**config.mk**
```make
export PLATFORM = sky130hd
export DESIGN_NAME = modular_exponentiation
export DESIGN_NICKNAME = d
export VERILOG_FILES = /design/src/sv/mexp_pkg.sv /design/src/sv/modular_exponentiation.sv
export SDC_FILE = /design/constraint.sdc
export NUM_CORES = 1
export LEC_CHECK = 0
export BUFFER_PORTS_ARGS = -buffer_cell sky130_fd_sc_hd__buf_2
export CORE_MARGIN = 3
export CORE_UTILIZATION = 30
export DETAILED_ROUTE_END_ITERATION = 10
export PLACE_DENSITY = 0.54
export SKIP_CTS_REPAIR_TIMING = 1
export SLEW_MARGIN = 15
export SYNTH_ARGS = -nofsm -noshare
export SYNTH_HDL_FRONTEND = slang
export SYNTH_SLANG_ARGS = --single-unit
```
**constraint.sdc**
```tcl
create_clock -name i_clk -period 12.8 [get_ports i_clk]
set_clock_uncertainty 0.1 [all_clocks]
set_input_delay 2.56 -clock i_clk [delete_from_list [all_inputs] [get_ports i_clk]]
set_output_delay 2.56 -clock i_clk [all_outputs]
set_load 0.01 [all_outputs]
```
**src/sv/mexp_pkg.sv**
```systemverilog
// ----------------------------------------------------------------------------
// mexp_pkg
// Shared widths for the modular exponentiation block and its checker.
// ----------------------------------------------------------------------------
package mexp_pkg;

    // datapath and field width (base, exponent, modulus, result)
    localparam int DW       = 32;
    localparam int CNT_W    = $clog2(DW);
    localparam int S_DATA_W = ((3 * DW + 7) / 8) * 8;
    localparam int M_DATA_W = ((DW + 7) / 8) * 8;

endpackage

```
**src/sv/modular_exponentiation.sv**
```systemverilog
// Sequence: a zero modulus or zero exponent goes from accept to the finishing
//   state and then the output register; otherwise base reduction, then a square
//   per exponent bit and a multiply per set exponent bit, then the finishing state.
// Flow: one item at a time; the shared shift-add-reduce unit does one
//   multiplier bit per cycle. Input accepted only when idle.
// Reset: synchronous, active low; clears sequencer and output valid.
// ----------------------------------------------------------------------------
// modular_exponentiation
// MSB-first square and multiply; every modular product is an interleaved
// shift-and-add, one bit per cycle, through a single add/reduce unit.
// ----------------------------------------------------------------------------
module modular_exponentiation
    import mexp_pkg::*;
(
    input  logic                i_clk,
    input  logic                i_rst_n,
    input  logic                i_s_axis_tvalid,
    output logic                o_s_axis_tready,
    // base [31:0], exponent [63:32], modulus [95:64]
    input  logic [S_DATA_W-1:0] i_s_axis_tdata,
    output logic                o_m_axis_tvalid,
    input  logic                i_m_axis_tready,
    // power_result [31:0]
    output logic [M_DATA_W-1:0] o_m_axis_tdata,
    // bad_modulus [0]
    output logic                o_m_axis_tuser
);

    localparam logic [2:0] S_IDLE = 3'd0;
    localparam logic [2:0] S_RED  = 3'd1;
    localparam logic [2:0] S_SQ   = 3'd2;
    localparam logic [2:0] S_MUL  = 3'd3;
    localparam logic [2:0] S_FIN  = 3'd4;

    localparam logic [CNT_W-1:0] CNT_MAX = CNT_W'(DW - 1);

    logic [2:0]       r_state;
    logic [DW-1:0]    r_acc;
    logic [DW-1:0]    r_x;
    logic [DW-1:0]    r_y;
    logic [DW-1:0]    r_base;
    logic [DW-1:0]    r_exp;
    logic [DW-1:0]    r_mod;
    logic [DW-1:0]    r_res;
    logic             r_bad;
    logic [CNT_W-1:0] r_cnt;
    logic [CNT_W-1:0] r_ebit;
    logic             r_out_valid;
    logic [DW-1:0]    r_out_data;
    logic             r_out_bad;

    logic [DW-1:0]    n_acc;
    logic [DW-1:0]    addend;
    logic [DW+1:0]    sum;
    logic [DW+2:0]    diff1;
    logic [DW+2:0]    diff2;
    logic             in_acc;
    logic [DW-1:0]    in_base;
    logic [DW-1:0]    in_exp;
    logic [DW-1:0]    in_mod;

    assign o_s_axis_tready = (r_state == S_IDLE);
    assign in_acc          = i_s_axis_tvalid && o_s_axis_tready;
    assign in_base         = i_s_axis_tdata[DW-1:0];
    assign in_exp          = i_s_axis_tdata[2*DW-1:DW];
    assign in_mod          = i_s_axis_tdata[3*DW-1:2*DW];

    // acc <- (2*acc + addend) mod n; operands below n so sum < 3n
    always_comb begin
        if (r_state == S_RED) begin
            addend = DW'(r_y[DW-1]);
        end else begin
            addend = r_y[DW-1] ? r_x : '0;
        end
        sum   = {1'b0, r_acc, 1'b0} + {2'b00, addend};
        diff1 = {1'b0, sum} - {3'b000, r_mod};
        diff2 = {1'b0, sum} - {2'b00, r_mod, 1'b0};
        if (!diff2[DW+2]) begin
            n_acc = diff2[DW-1:0];
        end else if (!diff1[DW+2]) begin
            n_acc = diff1[DW-1:0];
        end else begin
            n_acc = sum[DW-1:0];
        end
    end

    always_ff @(posedge i_clk) begin
        if (!i_rst_n) begin
            r_state     <= S_IDLE;
            r_out_valid <= 1'b0;
        end else begin
            // the finishing state reloads the output register itself
            if (r_out_valid && i_m_axis_tready && r_state != S_FIN) begin
                r_out_valid <= 1'b0;
            end
            case (r_state)
                S_IDLE: begin
                    if (in_acc) begin
                        r_exp  <= in_exp;
                        r_mod  <= in_mod;
                        r_acc  <= '0;
                        r_y    <= in_base;
                        r_cnt  <= CNT_MAX;
                        r_ebit <= CNT_MAX;
                        if (in_mod == '0) begin
                            r_res   <= '0;
                            r_bad   <= 1'b1;
                            r_state <= S_FIN;
                        end else if (in_exp == '0) begin
                            r_res   <= DW'(1);
                            r_bad   <= 1'b0;
                            r_state <= S_FIN;
                        end else begin
                            r_bad   <= 1'b0;
                            r_state <= S_RED;
                        end
                    end
                end
                S_RED: begin
                    if (r_cnt == '0) begin
                        // base reduced; partial result starts at 1 mod n
                        r_base  <= n_acc;
                        r_acc   <= '0;
                        r_x     <= (r_mod == DW'(1)) ? '0 : DW'(1);
                        r_y     <= (r_mod == DW'(1)) ? '0 : DW'(1);
                        r_cnt   <= CNT_MAX;
                        r_state <= S_SQ;
                    end else begin
                        r_acc <= n_acc;
                        r_y   <= r_y << 1;
                        r_cnt <= r_cnt - 1'b1;
                    end
                end
                S_SQ, S_MUL: begin
                    if (r_cnt == '0) begin
                        r_acc <= '0;
                        r_x   <= n_acc;
                        r_cnt <= CNT_MAX;
                        if (r_state == S_SQ && r_exp[DW-1]) begin
                            r_y     <= r_base;
                            r_state <= S_MUL;
                        end else begin
                            r_exp  <= r_exp << 1;
                            r_ebit <= r_ebit - 1'b1;
                            r_y    <= n_acc;
                            if (r_ebit == '0) begin
                                r_res   <= n_acc;
                                r_state <= S_FIN;
                            end else begin
                                r_state <= S_SQ;
                            end
                        end
                    end else begin
                        r_acc <= n_acc;
                        r_y   <= r_y << 1;
                        r_cnt <= r_cnt - 1'b1;
                    end
                end
                S_FIN: begin
                    if (!r_out_valid || i_m_axis_tready) begin
                        r_out_valid <= 1'b1;
                        r_out_data  <= r_res;
                        r_out_bad   <= r_bad;
                        r_state     <= S_IDLE;
                    end
                end
                default: begin
                    r_state <= S_IDLE;
                end
            endcase
        end
    end

    assign o_m_axis_tvalid = r_out_valid;
    assign o_m_axis_tdata  = M_DATA_W'(r_out_data);
    assign o_m_axis_tuser  = r_out_bad;

endmodule

```
# Yosys cells after proc, flatten, opt, wreduce, memory -nomap -nowiden
# Cells that the tools add are included.
[word_totals]
register_bits = 272
input_bits = 100
out_inout_bits = 35
wordCells = 104
[op_classes]
add_sub_neg = 5
n_eq_ne = 13
muxes = 46
reduce_logical = 26
[ops]
columns = ["operator", "n"]
rows = [
  ["32-bit two-way mux", 21],
  ["32-bit one-hot mux with 2 select lines", 4],
  ["32-bit one-hot mux with 3 select lines", 1],
  ["32-bit zero test", 2],
  ["34-bit by 32-bit subtractor with 35-bit output", 1],
  ["34-bit by 33-bit subtractor with 35-bit output", 1],
  ["33-bit by 32-bit adder with 34-bit output", 1],
  ["32-bit by 1-bit == test with 1-bit output, second input constant", 1],
  ["3-bit two-way mux", 8],
  ["5-bit two-way mux", 4],
  ["5-bit one-hot mux with 2 select lines", 2],
  ["3-bit AND reduction", 5],
  ["3-bit one-hot mux with 4 select lines", 1],
  ["5-bit zero test", 2],
  ["5-bit by 1-bit subtractor with 5-bit output, second input constant", 2],
  ["2-bit != test, second input constant", 4],
  ["4-bit AND reduction", 2],
  ["7-bit AND reduction", 1],
  ["3-bit by 2-bit == test with 1-bit output, second input constant", 2],
  ["2-bit nonzero test", 3],
  ["1-bit two-way mux", 5],
  ["5-bit AND reduction", 1],
  ["1-bit logical AND", 4],
  ["2-bit by 1-bit != test with 1-bit output, second input constant", 2],
  ["10 further kinds", 10],
]

# Logic depth before layout (Yosys ltp)
# Gate-level depths: netlist of the first run.
[depth]
depth_word = 10
depth_mapped = 28
depth_no_buf = 23

# Worst setup path after synthesis of the first run
# No wires, ideal clock.
[synth_timing]
kind = "in2reg"
start = "input port i_s_axis_tdata[88]"
end = "register r_res[0] (enable)"
setup_time_ps = 468
t_arrival_ps = 5689
required_time_ps = 12232
setup_slack_ps = 6543
stages = 6
n_path_buf = 0
path_cell_list = "nor4_1 -> nand4_1 -> nor2_1 -> nor2_1 -> a21o_1 -> nor3b_1"
[synth_via]
elab_chain_cells = 3
[synth_rtl]
columns = ["element", "line_no", "source"]
rows = [
  ["start: declaration", "modular_exponentiation.sv:20", "input logic [S_DATA_W-1:0] i_s_axis_tdata,"],
  ["32-bit zero test", "modular_exponentiation.sv:105", "if (in_mod == '0) begin"],
  ["3-bit by 1-bit != test with 1-bit output (no line)", "n/a", ""],
  ["7-bit AND reduction (no line)", "n/a", ""],
  ["end signal: assignment", "modular_exponentiation.sv:147", "r_res <= n_acc;"],
  ["end: declaration", "modular_exponentiation.sv:44", "logic [DW-1:0] r_res;"],
]
# Every way passes these cells.
# A chain may end at the register's enable or synchronous reset.

# Final worst setup path of the first run
[layout_timing]
start = "register r_state[0]"
end = "register r_x[21] (data pin)"
[layout_via]
elab_chain_cells = 8
elab_cells_between_ends = 12
cone_classes = "add/sub: 3; eq/ne: 3; mux: 5; reduce/logical: 1"
[layout_rtl]
columns = ["element", "line_no", "source"]
rows = [
  ["start: declaration", "modular_exponentiation.sv:37", "logic [2:0] r_state;"],
  ["start signal: assignment", "modular_exponentiation.sv:89", "r_state <= S_IDLE;"],
  ["start signal: assignment", "modular_exponentiation.sv:108", "r_state <= S_FIN;"],
  ["start signal: assignment", "modular_exponentiation.sv:112", "r_state <= S_FIN;"],
  ["3-bit by 1-bit == test with 1-bit output", "modular_exponentiation.sv:70, modular_exponentiation.sv:96", ""],
  ["32-bit two-way mux", "modular_exponentiation.sv:70", "if (r_state == S_RED) begin"],
  ["33-bit by 32-bit adder with 34-bit output", "modular_exponentiation.sv:75", "sum = {1'b0, r_acc, 1'b0} + {2'b00, addend};"],
  ["34-bit by 32-bit subtractor with 35-bit output", "modular_exponentiation.sv:76", "diff1 = {1'b0, sum} - {3'b000, r_mod};"],
  ["32-bit two-way mux", "modular_exponentiation.sv:80", "end else if (!diff1[DW+2]) begin"],
  ["32-bit two-way mux", "modular_exponentiation.sv:78", "if (!diff2[DW+2]) begin"],
  ["32-bit two-way mux", "modular_exponentiation.sv:135", "if (r_cnt == '0) begin"],
  ["32-bit one-hot mux with 2 select lines *", "modular_exponentiation.sv:96", "case (r_state)"],
  ["end signal: assignment", "modular_exponentiation.sv:124", "r_x <= (r_mod == DW'(1)) ? '0 : DW'(1);"],
  ["end signal: assignment", "modular_exponentiation.sv:137", "r_x <= n_acc;"],
  ["end: declaration", "modular_exponentiation.sv:39", "logic [DW-1:0] r_x;"],
]
# Mark *: on every way between the ends. The rest lies on a longest branch, timed or not. The select of a mux whose other input is x is not followed.

==> out/metrics.yaml, run 1 <==
drv_slew: 0
cts_tree: "yes"
htreeDepth: 2
rr_startpoint: "r_state[0]"
clock_path_buffers: 3
slew_headroom: 0.307
crit_path_end_kind: "register"
overflow: 0
avgSynthCellArea_um2: 10.0
areaGrowthSynthToFinish_pct: 15.6
wl_per_cell_um: 20.8
start_util: 0.305
port_buffers: 134
first_iter_violations: 920
multi_input_area_mm2: 0.00789
crit_start: "r_state[0]"
io-pin-count: 135
fin_setup_tns_ns: 0
synth_edf_count: 268
gr-usage-all-layers: 0.177
timing_hold_violations_final: 0
hp-class: "reg -> reg"
syn_area_mm2: 0.0165
worstPathMaxFanout: 31
regArea_mm2: 0.00813
synth_top_area_frac: 0.487
worstHoldStart: "r_res[21]"
die_h_um: 241
clk_pin_slew_ns: 0.06
clk_latency_ns: 0.55
ant_nets: 0
ys_top_cells_by_count: "edfxtp_1 (268), nand2_1 (215), nor2_1 (153), a21oi_1 (112), o21ai_0 (100)"
die_x_um: 241
n_antenna_cell: 0
status: "finished, final reports clean"
drc: 0
critPathKind: "reg -> reg"
grt_antenna_before_repair: 0
drt-total-wl_um: 51800
grt_pass1_vias: 13000
yosysTopAreaCell: "edfxtp_1"
die_area_mm2: 0.0579
seq_area_frac_synth: 0.492
tightestPinTransition_ns: 1.04
synth_warnings: 0
cts_root_buffer: "clkbuf_16"
placed_area_mm2: 0.0180
placementRows: 85
synthFlopType: "edfxtp_1"
worstSetupStartpointType: "register"
cap_violations: 0
numCtsBuffers: 34
final.period_utilization: 0.612
via_per_inst: 5.30
clock_sinks: 272
core-area_mm2: 0.0541
critPathRequiredTime_ns: 12.95
dp_hpwl_um: 39300
yosys-top-cells-area: "edfxtp_1 (49%), ha_1 (7.3%), nand2_1 (4.9%)"
fin_crit_ns: 7.83
rsz0062_at_grt: "no"
synthCells: 1652
synthesis.nets: 1852
worstPathArrival_ns: 7.98
synth.most_common_cell: "edfxtp_1"
fin_area_mm2: 0.0191
setup_viol: 0
vias: 13200
ys_ff_latch: 272
n_fill_cell: 5474
max_freq_ghz: 0.128
drt-pass1-iter-count: 5
drive_gt1_frac: 0.136
synth.distinct_cells: 70
grt_pass1_wl_um: 77700
synthArstFlopShare: 0
fin_nets: 1976
grt_max_degree: 62
gp_congestion: 0.895
[sequential cells by signal, summed over array words and instances (netlist names)]
signal and cells:
o_m_axis_tdata 32, r_base 32, r_exp 32, r_mod 32, r_acc 32, r_x 32
r_state 3, r_res 32, r_bad 1, r_y 32, r_cnt 5, o_m_axis_tvalid 1
r_ebit 5, o_m_axis_tuser 1
[per-stage QoR]
stage / hold WS (ns) / std cells / worst slack (ns) / util
after floorplan: 0.300 / 1652 / 6.54 / -
after global routing: 0.327 / 2495 / 4.46 / 0.353
after global placement: 0.304 / 2435 / 5.33 / 0.332
after CTS: 0.320 / 2494 / 5.11 / 0.352
final: 0.318 / 2495 / 4.97 / 0.353
after detailed placement: 0.306 / 2435 / 5.16 / 0.332
[critical path, stage by stage (launching register included)]
cell and delay [ns]:
dfxtp_1 0.42, nor3b_1 0.53, nor2b_1 0.10, buf_4 0.25
and2_1 0.20, ha_1 0.22, fa_1 0.44, a211oi_1 0.26
nor2_1 0.13, a21oi_1 0.38, o211ai_1 0.28, a21o_1 0.24
a21o_1 0.18, xor2_1 0.41, ha_1 0.39, a21oi_1 0.16
o21ai_1 0.12, a211oi_1 0.29, o221ai_1 0.21, or3_1 0.35
o22ai_1 0.18, nor3b_2 0.78, nor2_1 0.16, o31ai_1 0.64
nor2_1 0.12
[worst paths after layout]
path / to / slack (ns) / cells past startpoint
worst min-delay path: o_m_axis_tdata[21] / 0.32 / 0
worst min register to register: o_m_axis_tdata[21] / 0.32 / 0
worst max-delay path: r_x[21] / 4.97 / 24
worst max register to register: r_x[21] / 4.97 / 24
[cell families (layout without fill, tap and decap cells)]
| logic type | after synthesis | in the layout | share of synthesized area |
|---|---|---|---|
| xor+xnor | 87 | 87 | 0.0461 |
| mux | 22 | 22 | 0.0139 |
| compound gates | 421 | 421 | 0.164 |
| buf+inv | 142 | 289 | 0.0344 |
| simple gates | 608 | 608 | 0.172 |
| fa+ha+maj | 100 | 100 | 0.0771 |
| flops | 272 | 272 | 0.492 |
[layer usage]
layer,global-route usage,part of all wire
met1,0.226,0.42
met2,0.301,0.49
met3,0.0307,0.059
met4,0.0634,0.036
met5,0,0
[layout make-up]
class / count / area share
inverters: 77 / 0.0151
repair buffers: 153 / 0.0432
well taps: 696 / 0.0456
clock inverters: 23 / 0.0125
multi-input cells: 1238 / 0.413
clock buffers: 36 / 0.0449
flip-flops and latches: 272 / 0.426
[layout by cell type (no fill, tap or decap), drive strengths merged, types with 5 or more instances in the layout]
cell | synthesis | layout
xnor2 | 55 | 55
and2 | 50 | 50
a21oi | 112 | 112
nand3 | 37 | 37
and3 | 25 | 25
mux2 | 8 | 8
a31oi | 12 | 12
edfxtp | 268 | 268
o211ai | 15 | 15
a31o | 7 | 7
or3 | 10 | 10
o21a | 18 | 18
a41oi | 5 | 5
or2 | 5 | 5
clkbuf | 50 | 36
nor2 | 153 | 153
inv | 77 | 79
o22ai | 5 | 5
a21o | 53 | 53
buf | 15 | 153
mux2i | 14 | 14
o21bai | 14 | 14
clkinv | 0 | 15
o21ai | 105 | 105
a211oi | 23 | 23
a211o | 5 | 5
nor3b | 5 | 5
nand4 | 23 | 23
xor2 | 32 | 32
nor3 | 29 | 29
nor2b | 12 | 12
nor4 | 26 | 26
nand2b | 13 | 13
nand2 | 215 | 215
ha | 97 | 97
Power of run 1 is left out: the tool's default activity adds up to more than one toggle a clock period on the data nets, which glitch-free logic cannot reach.
==> run 2, diff against run 1 <==
clock period = 7.6 ns   (was 12.8 ns; I/O delays follow)
==> run 2 against run 1 <==
Against the previous run: via count increased by 0.87%; register-to-register slack lost 4.4 ns; non-clock buffer count is 16 higher; critical endpoint is now r_res[19]; critical path depth is 2 lower; count of clock-buffer cells in the layout rose by 5; first-iteration DRC count is 7.8% higher.
==> out/metrics.yaml, run 2 (synthesis results as in run 1) <==
status: "finished, final reports clean"
crit_path_end_kind: "register"
worstSetupStartpointType: "register"
n_antenna_cell: 0  # unchanged
hp-class: "reg -> reg"
placementRows: 85  # unchanged
gr-usage-all-layers: 0.183  # +0.00613
drc: 0  # unchanged
worstPathArrival_ns: 7.18  # -0.80 ns
die_h_um: 241  # unchanged
final_cell_mix: "edfxtp_1 (268), nand2_1 (215), nor2_1 (148)"
critPathKind: "reg -> reg"
grt_antenna_before_repair: 2  # +2
htreeDepth: 2  # unchanged
clock_path_buffers: 3  # unchanged
numCtsBuffers: 35  # +2.9%
gp_congestion: 0.886  # -1.1%
cts_tree: "yes"
clk_pin_slew_ns: 0.06  # about the same
fin_nets: 1994  # +0.91%
core-area_mm2: 0.0541  # unchanged
rr_worst_depth: 22  # -8.3%
fin_crit_ns: 7.03  # -0.796 ns
grt_pass1_wl_um: 79600  # +2.4%
setup_viol: 0  # unchanged
holdPathStages: 0  # unchanged
port_buffers: 134  # unchanged
max_freq_ghz: 0.142  # +11%
start_util: 0.305  # unchanged
dp_hpwl_um: 40200  # +2.5%
first_iter_violations: 992  # +7.8%
timing_hold_violations_final: 0  # unchanged
wl_per_cell_um: 21.4  # +3.0%
n_fill_cell: 5517  # +0.79%
cts_root_buffer: "clkbuf_16"
drive_gt1_frac: 0.144  # +0.00801
cap_violations: 0  # unchanged
final_common_cell: "edfxtp_1"
tightestPinTransition_ns: 1.08  # +0.0451 ns
critPathRequiredTime_ns: 7.75  # -5.20 ns
slew_headroom: 0.276  # -0.0303
worstPathMaxFanout: 29  # -6.5%
overflow: 0  # unchanged
die_x_um: 241  # unchanged
die_area_mm2: 0.0579  # unchanged
areaGrowthSynthToFinish_pct: 16.4
io-pin-count: 135  # unchanged
ant_nets: 0  # unchanged
fin_setup_tns_ns: 0  # unchanged
clock_sinks: 272  # unchanged
grt_max_degree: 63  # +1.6%
via_per_inst: 5.30  # +0.15%
drt-total-wl_um: 53700  # +3.7%
final.period_utilization: 0.926  # +0.314
vias: 13300  # +0.87%
drv_slew: 0  # unchanged
grt_pass1_vias: 13400  # +2.5%
clk_latency_ns: 0.57  # +0.02 ns
drt-pass1-iter-count: 5  # unchanged
rsz0062_at_grt: "no"
-- run 2: cell count changes in the layout (fill, tap and decap cells not counted), sizes merged --
cell | previous run | this run
inv | 79 | 78
clkinvlp | 2 | 1
clkbuf | 36 | 41
bufinv | 4 | 3
buf | 153 | 169
or3b | 1 | 2
clkinv | 15 | 14
-- run 2: layout make-up --
cell class / count / area (um2) / area share
Clock buffer: 41 / 898 / 0.0467
Inverter: 77 / 289 / 0.0150
Timing Repair Buffer: 169 / 933 / 0.0485
Sequential cell: 272 / 8130 / 0.423
Clock inverter: 19 / 210 / 0.0109
Tap cell: 696 / 871 / 0.0453
Multi-Input combinational cell: 1239 / 7910 / 0.411
-- run 2: final timing paths --
path              start                 end  slack (ns)
max reg2reg  r_state[0]           r_res[19]        0.57
min           r_res[10]  o_m_axis_tdata[10]        0.31
max          r_state[0]           r_res[19]        0.57
min reg2reg   r_res[10]  o_m_axis_tdata[10]        0.31
-- run 2: metrics by stage --
stage	instance area (um2)	worst slack (ns)	hold WS [ns]	std cells	util
2_1_floorplan	16500	1.76	0.300	1652	-
3_5_place_dp	18100	0.338	0.305	2452	0.334
6_report	19200	0.565	0.314	2513	0.355
4_1_cts	19200	0.282	0.316	2512	0.355
5_1_grt	19200	0.108	0.323	2513	0.355
3_3_place_gp	18100	0.472	0.304	2452	0.334
-- run 2: worst max-delay path, cell delays in order, from the launching register on --
cell and delay, ns:
dfxtp_1 0.42, nor3b_2 0.33, nor2b_1 0.11, buf_4 0.24
and2_1 0.19, ha_1 0.35, a211oi_1 0.27, o22ai_1 0.11
a21oi_1 0.33, o211ai_1 0.28, a31o_2 0.32, xor2_1 0.38
ha_1 0.40, a21oi_1 0.18, o21ai_1 0.13, a211oi_1 0.31
o221ai_1 0.18, or3_1 0.33, o22ai_1 0.31, or3b_4 0.61
mux2_2 0.35, mux2i_1 0.35, nor2_1 0.12
-- run 2: metal layers --
| layer | vias up | wire (um) | GRT usage |
|---|---|---|---|
| li1 | 6359 | - | - |
| met1 | 6474 | 21900 | 0.222 |
| met2 | 409 | 26600 | 0.322 |
| met3 | 88 | 3460 | 0.0371 |
| met4 | 0 | 1710 | 0.0648 |
| met5 | - | 0 | 0 |
Power of run 2 is left out for the same reason.
==> run 3, diff against run 2 <==
CORE_UTILIZATION = 35   (was 30)
PLACE_DENSITY = 0.59   (was 0.54)
==> run 3 against run 2 <==
Against the previous run: sequential cell count unchanged; die area decreased by 14%; highest routed layer unchanged; global-route usage increased by 0.82 points; non-clock buffer count decreased by 5; register-to-register slack got worse by 0.02 ns; first-iteration DRC count increased by 17%; worst hold slack improved by 0.0011 ns; final area decreased by 1.2%; fmax decreased by 0.24%; largest cell class unchanged.
==> out/metrics.yaml, run 3 (synthesis results as in run 1) <==
fin_setup_tns_ns: 0  # unchanged
final_common_cell: "edfxtp_1"
start_util: 0.360  # +0.0542
grt_antenna_before_repair: 2  # unchanged
gp_congestion: 0.929  # +4.9%
wl_per_cell_um: 20.4  # -4.4%
via_per_inst: 5.50  # +3.7%
n_antenna_cell: 0  # unchanged
clk_pin_slew_ns: 0.06  # about the same
max_freq_ghz: 0.142  # -0.24%
worstSetupStartpointType: "register"
overflow: 0  # unchanged
die_x_um: 223  # -7.2%
worstPathMaxFanout: 38  # +31%
areaGrowthSynthToFinish_pct: 15.0
drt-pass1-iter-count: 6  # +1
critPathKind: "reg -> reg"
status: "finished, final reports clean"
cts_root_buffer: "clkbuf_16"
core-area_mm2: 0.0460  # -15%
worstPathArrival_ns: 7.29  # +0.11 ns
cts_tree: "yes"
numCtsBuffers: 31  # -11%
die_h_um: 223  # -7.2%
drive_gt1_frac: 0.140  # -0.00323
grt_pass1_wl_um: 74500  # -6.5%
vias: 13200  # -0.64%
htreeDepth: 1  # -1
n_fill_cell: 4461  # -19%
drt-total-wl_um: 49200  # -8.4%
clock_sinks: 272  # unchanged
placementRows: 78  # -8.2%
grt_pass1_vias: 12800  # -4.1%
cap_violations: 0  # unchanged
port_buffers: 134  # unchanged
gr-usage-all-layers: 0.191  # +0.00817
grt_max_degree: 62  # -1.6%
hp-class: "reg -> reg"
first_iter_violations: 1163  # +17%
ant_nets: 0  # unchanged
rsz0062_at_grt: "no"
final.period_utilization: 0.928  # +0.00222
setup_viol: 0  # unchanged
fin_nets: 1984  # -0.50%
clock_path_buffers: 3  # unchanged
die_area_mm2: 0.0499  # -14%
final_cell_mix: "edfxtp_1 (268), nand2_1 (215), nor2_1 (147)"
clk_latency_ns: 0.59  # +0.02 ns
tightestPinTransition_ns: 1.04  # -0.0387 ns
drv_slew: 0  # unchanged
io-pin-count: 135  # unchanged
drc: 0  # unchanged
dp_hpwl_um: 37000  # -8.1%
critPathRequiredTime_ns: 7.84  # +0.09 ns
slew_headroom: 0.304  # +0.0275
fin_crit_ns: 7.05  # +0.0169 ns
timing_hold_violations_final: 0  # unchanged
crit_path_end_kind: "register"
-- run 3: changes by cell type in the layout (fill, tap and decap cells not counted), sizes merged --
| cell | change |
|---|---|
| clkbuf | -6 |
| buf | -5 |
| inv | +3 |
| bufinv | -1 |
| clkinv | +1 |
| clkinvlp | +1 |
| or3b | -1 |
-- run 3: cell type report --
| type | count | area (um2) | area share |
|---|---|---|---|
| clock buffers | 35 | 791 | 0.0416 |
| inverters | 77 | 289 | 0.0152 |
| flip-flops and latches | 272 | 8130 | 0.428 |
| well taps | 600 | 751 | 0.0395 |
| multi-input cells | 1238 | 7900 | 0.415 |
| repair buffers | 164 | 933 | 0.0491 |
| clock inverters | 23 | 216 | 0.0114 |
-- run 3: stage by stage --
step	cells	setup slack, ns	utilization	instance area (um2)	hold WS [ns]
global placement	2350	0.618	0.391	18000	0.301
finish	2409	0.549	0.413	19000	0.316
global route	2409	0.0995	0.413	19000	0.331
CTS	2408	0.443	0.413	19000	0.321
floorplan	1652	1.76	-	16500	0.300
detailed placement	2350	0.474	0.391	18000	0.306
-- run 3: final timing paths --
path | from | cells past startpoint | slack [ns] | endpoint
worst max-delay path | r_state[0] | 23 | 0.55 | r_res[13]
worst min-delay path | r_res[30] | 0 | 0.32 | o_m_axis_tdata[30]
worst max register to register | r_state[0] | 23 | 0.55 | r_res[13]
worst min register to register | r_res[30] | 0 | 0.32 | o_m_axis_tdata[30]
-- run 3: metal layers --
metal / global-route usage / wire, um
met5: 0 / 0
met4: 0.0603 / 1790
met3: 0.0380 / 3710
met2: 0.328 / 23700
met1: 0.242 / 20000
-- run 3: worst max-delay path, stage by stage, from the launching register on --
cell	delay (ns)
dfxtp_1	0.41
nor3b_2	0.38
nor2b_1	0.11
buf_4	0.24
and2_1	0.22
fa_1	0.46
a211oi_1	0.23
nor2_1	0.11
a21oi_1	0.30
o211ai_1	0.27
a21o_1	0.23
a21o_1	0.18
xor2_1	0.39
ha_1	0.39
a21oi_1	0.16
o21ai_1	0.13
a211oi_1	0.30
o221ai_1	0.17
or3_1	0.32
o22ai_1	0.19
or3b_4	0.66
mux2_2	0.37
mux2_2	0.28
and2_1	0.16
Power of run 3 is left out for the same reason.
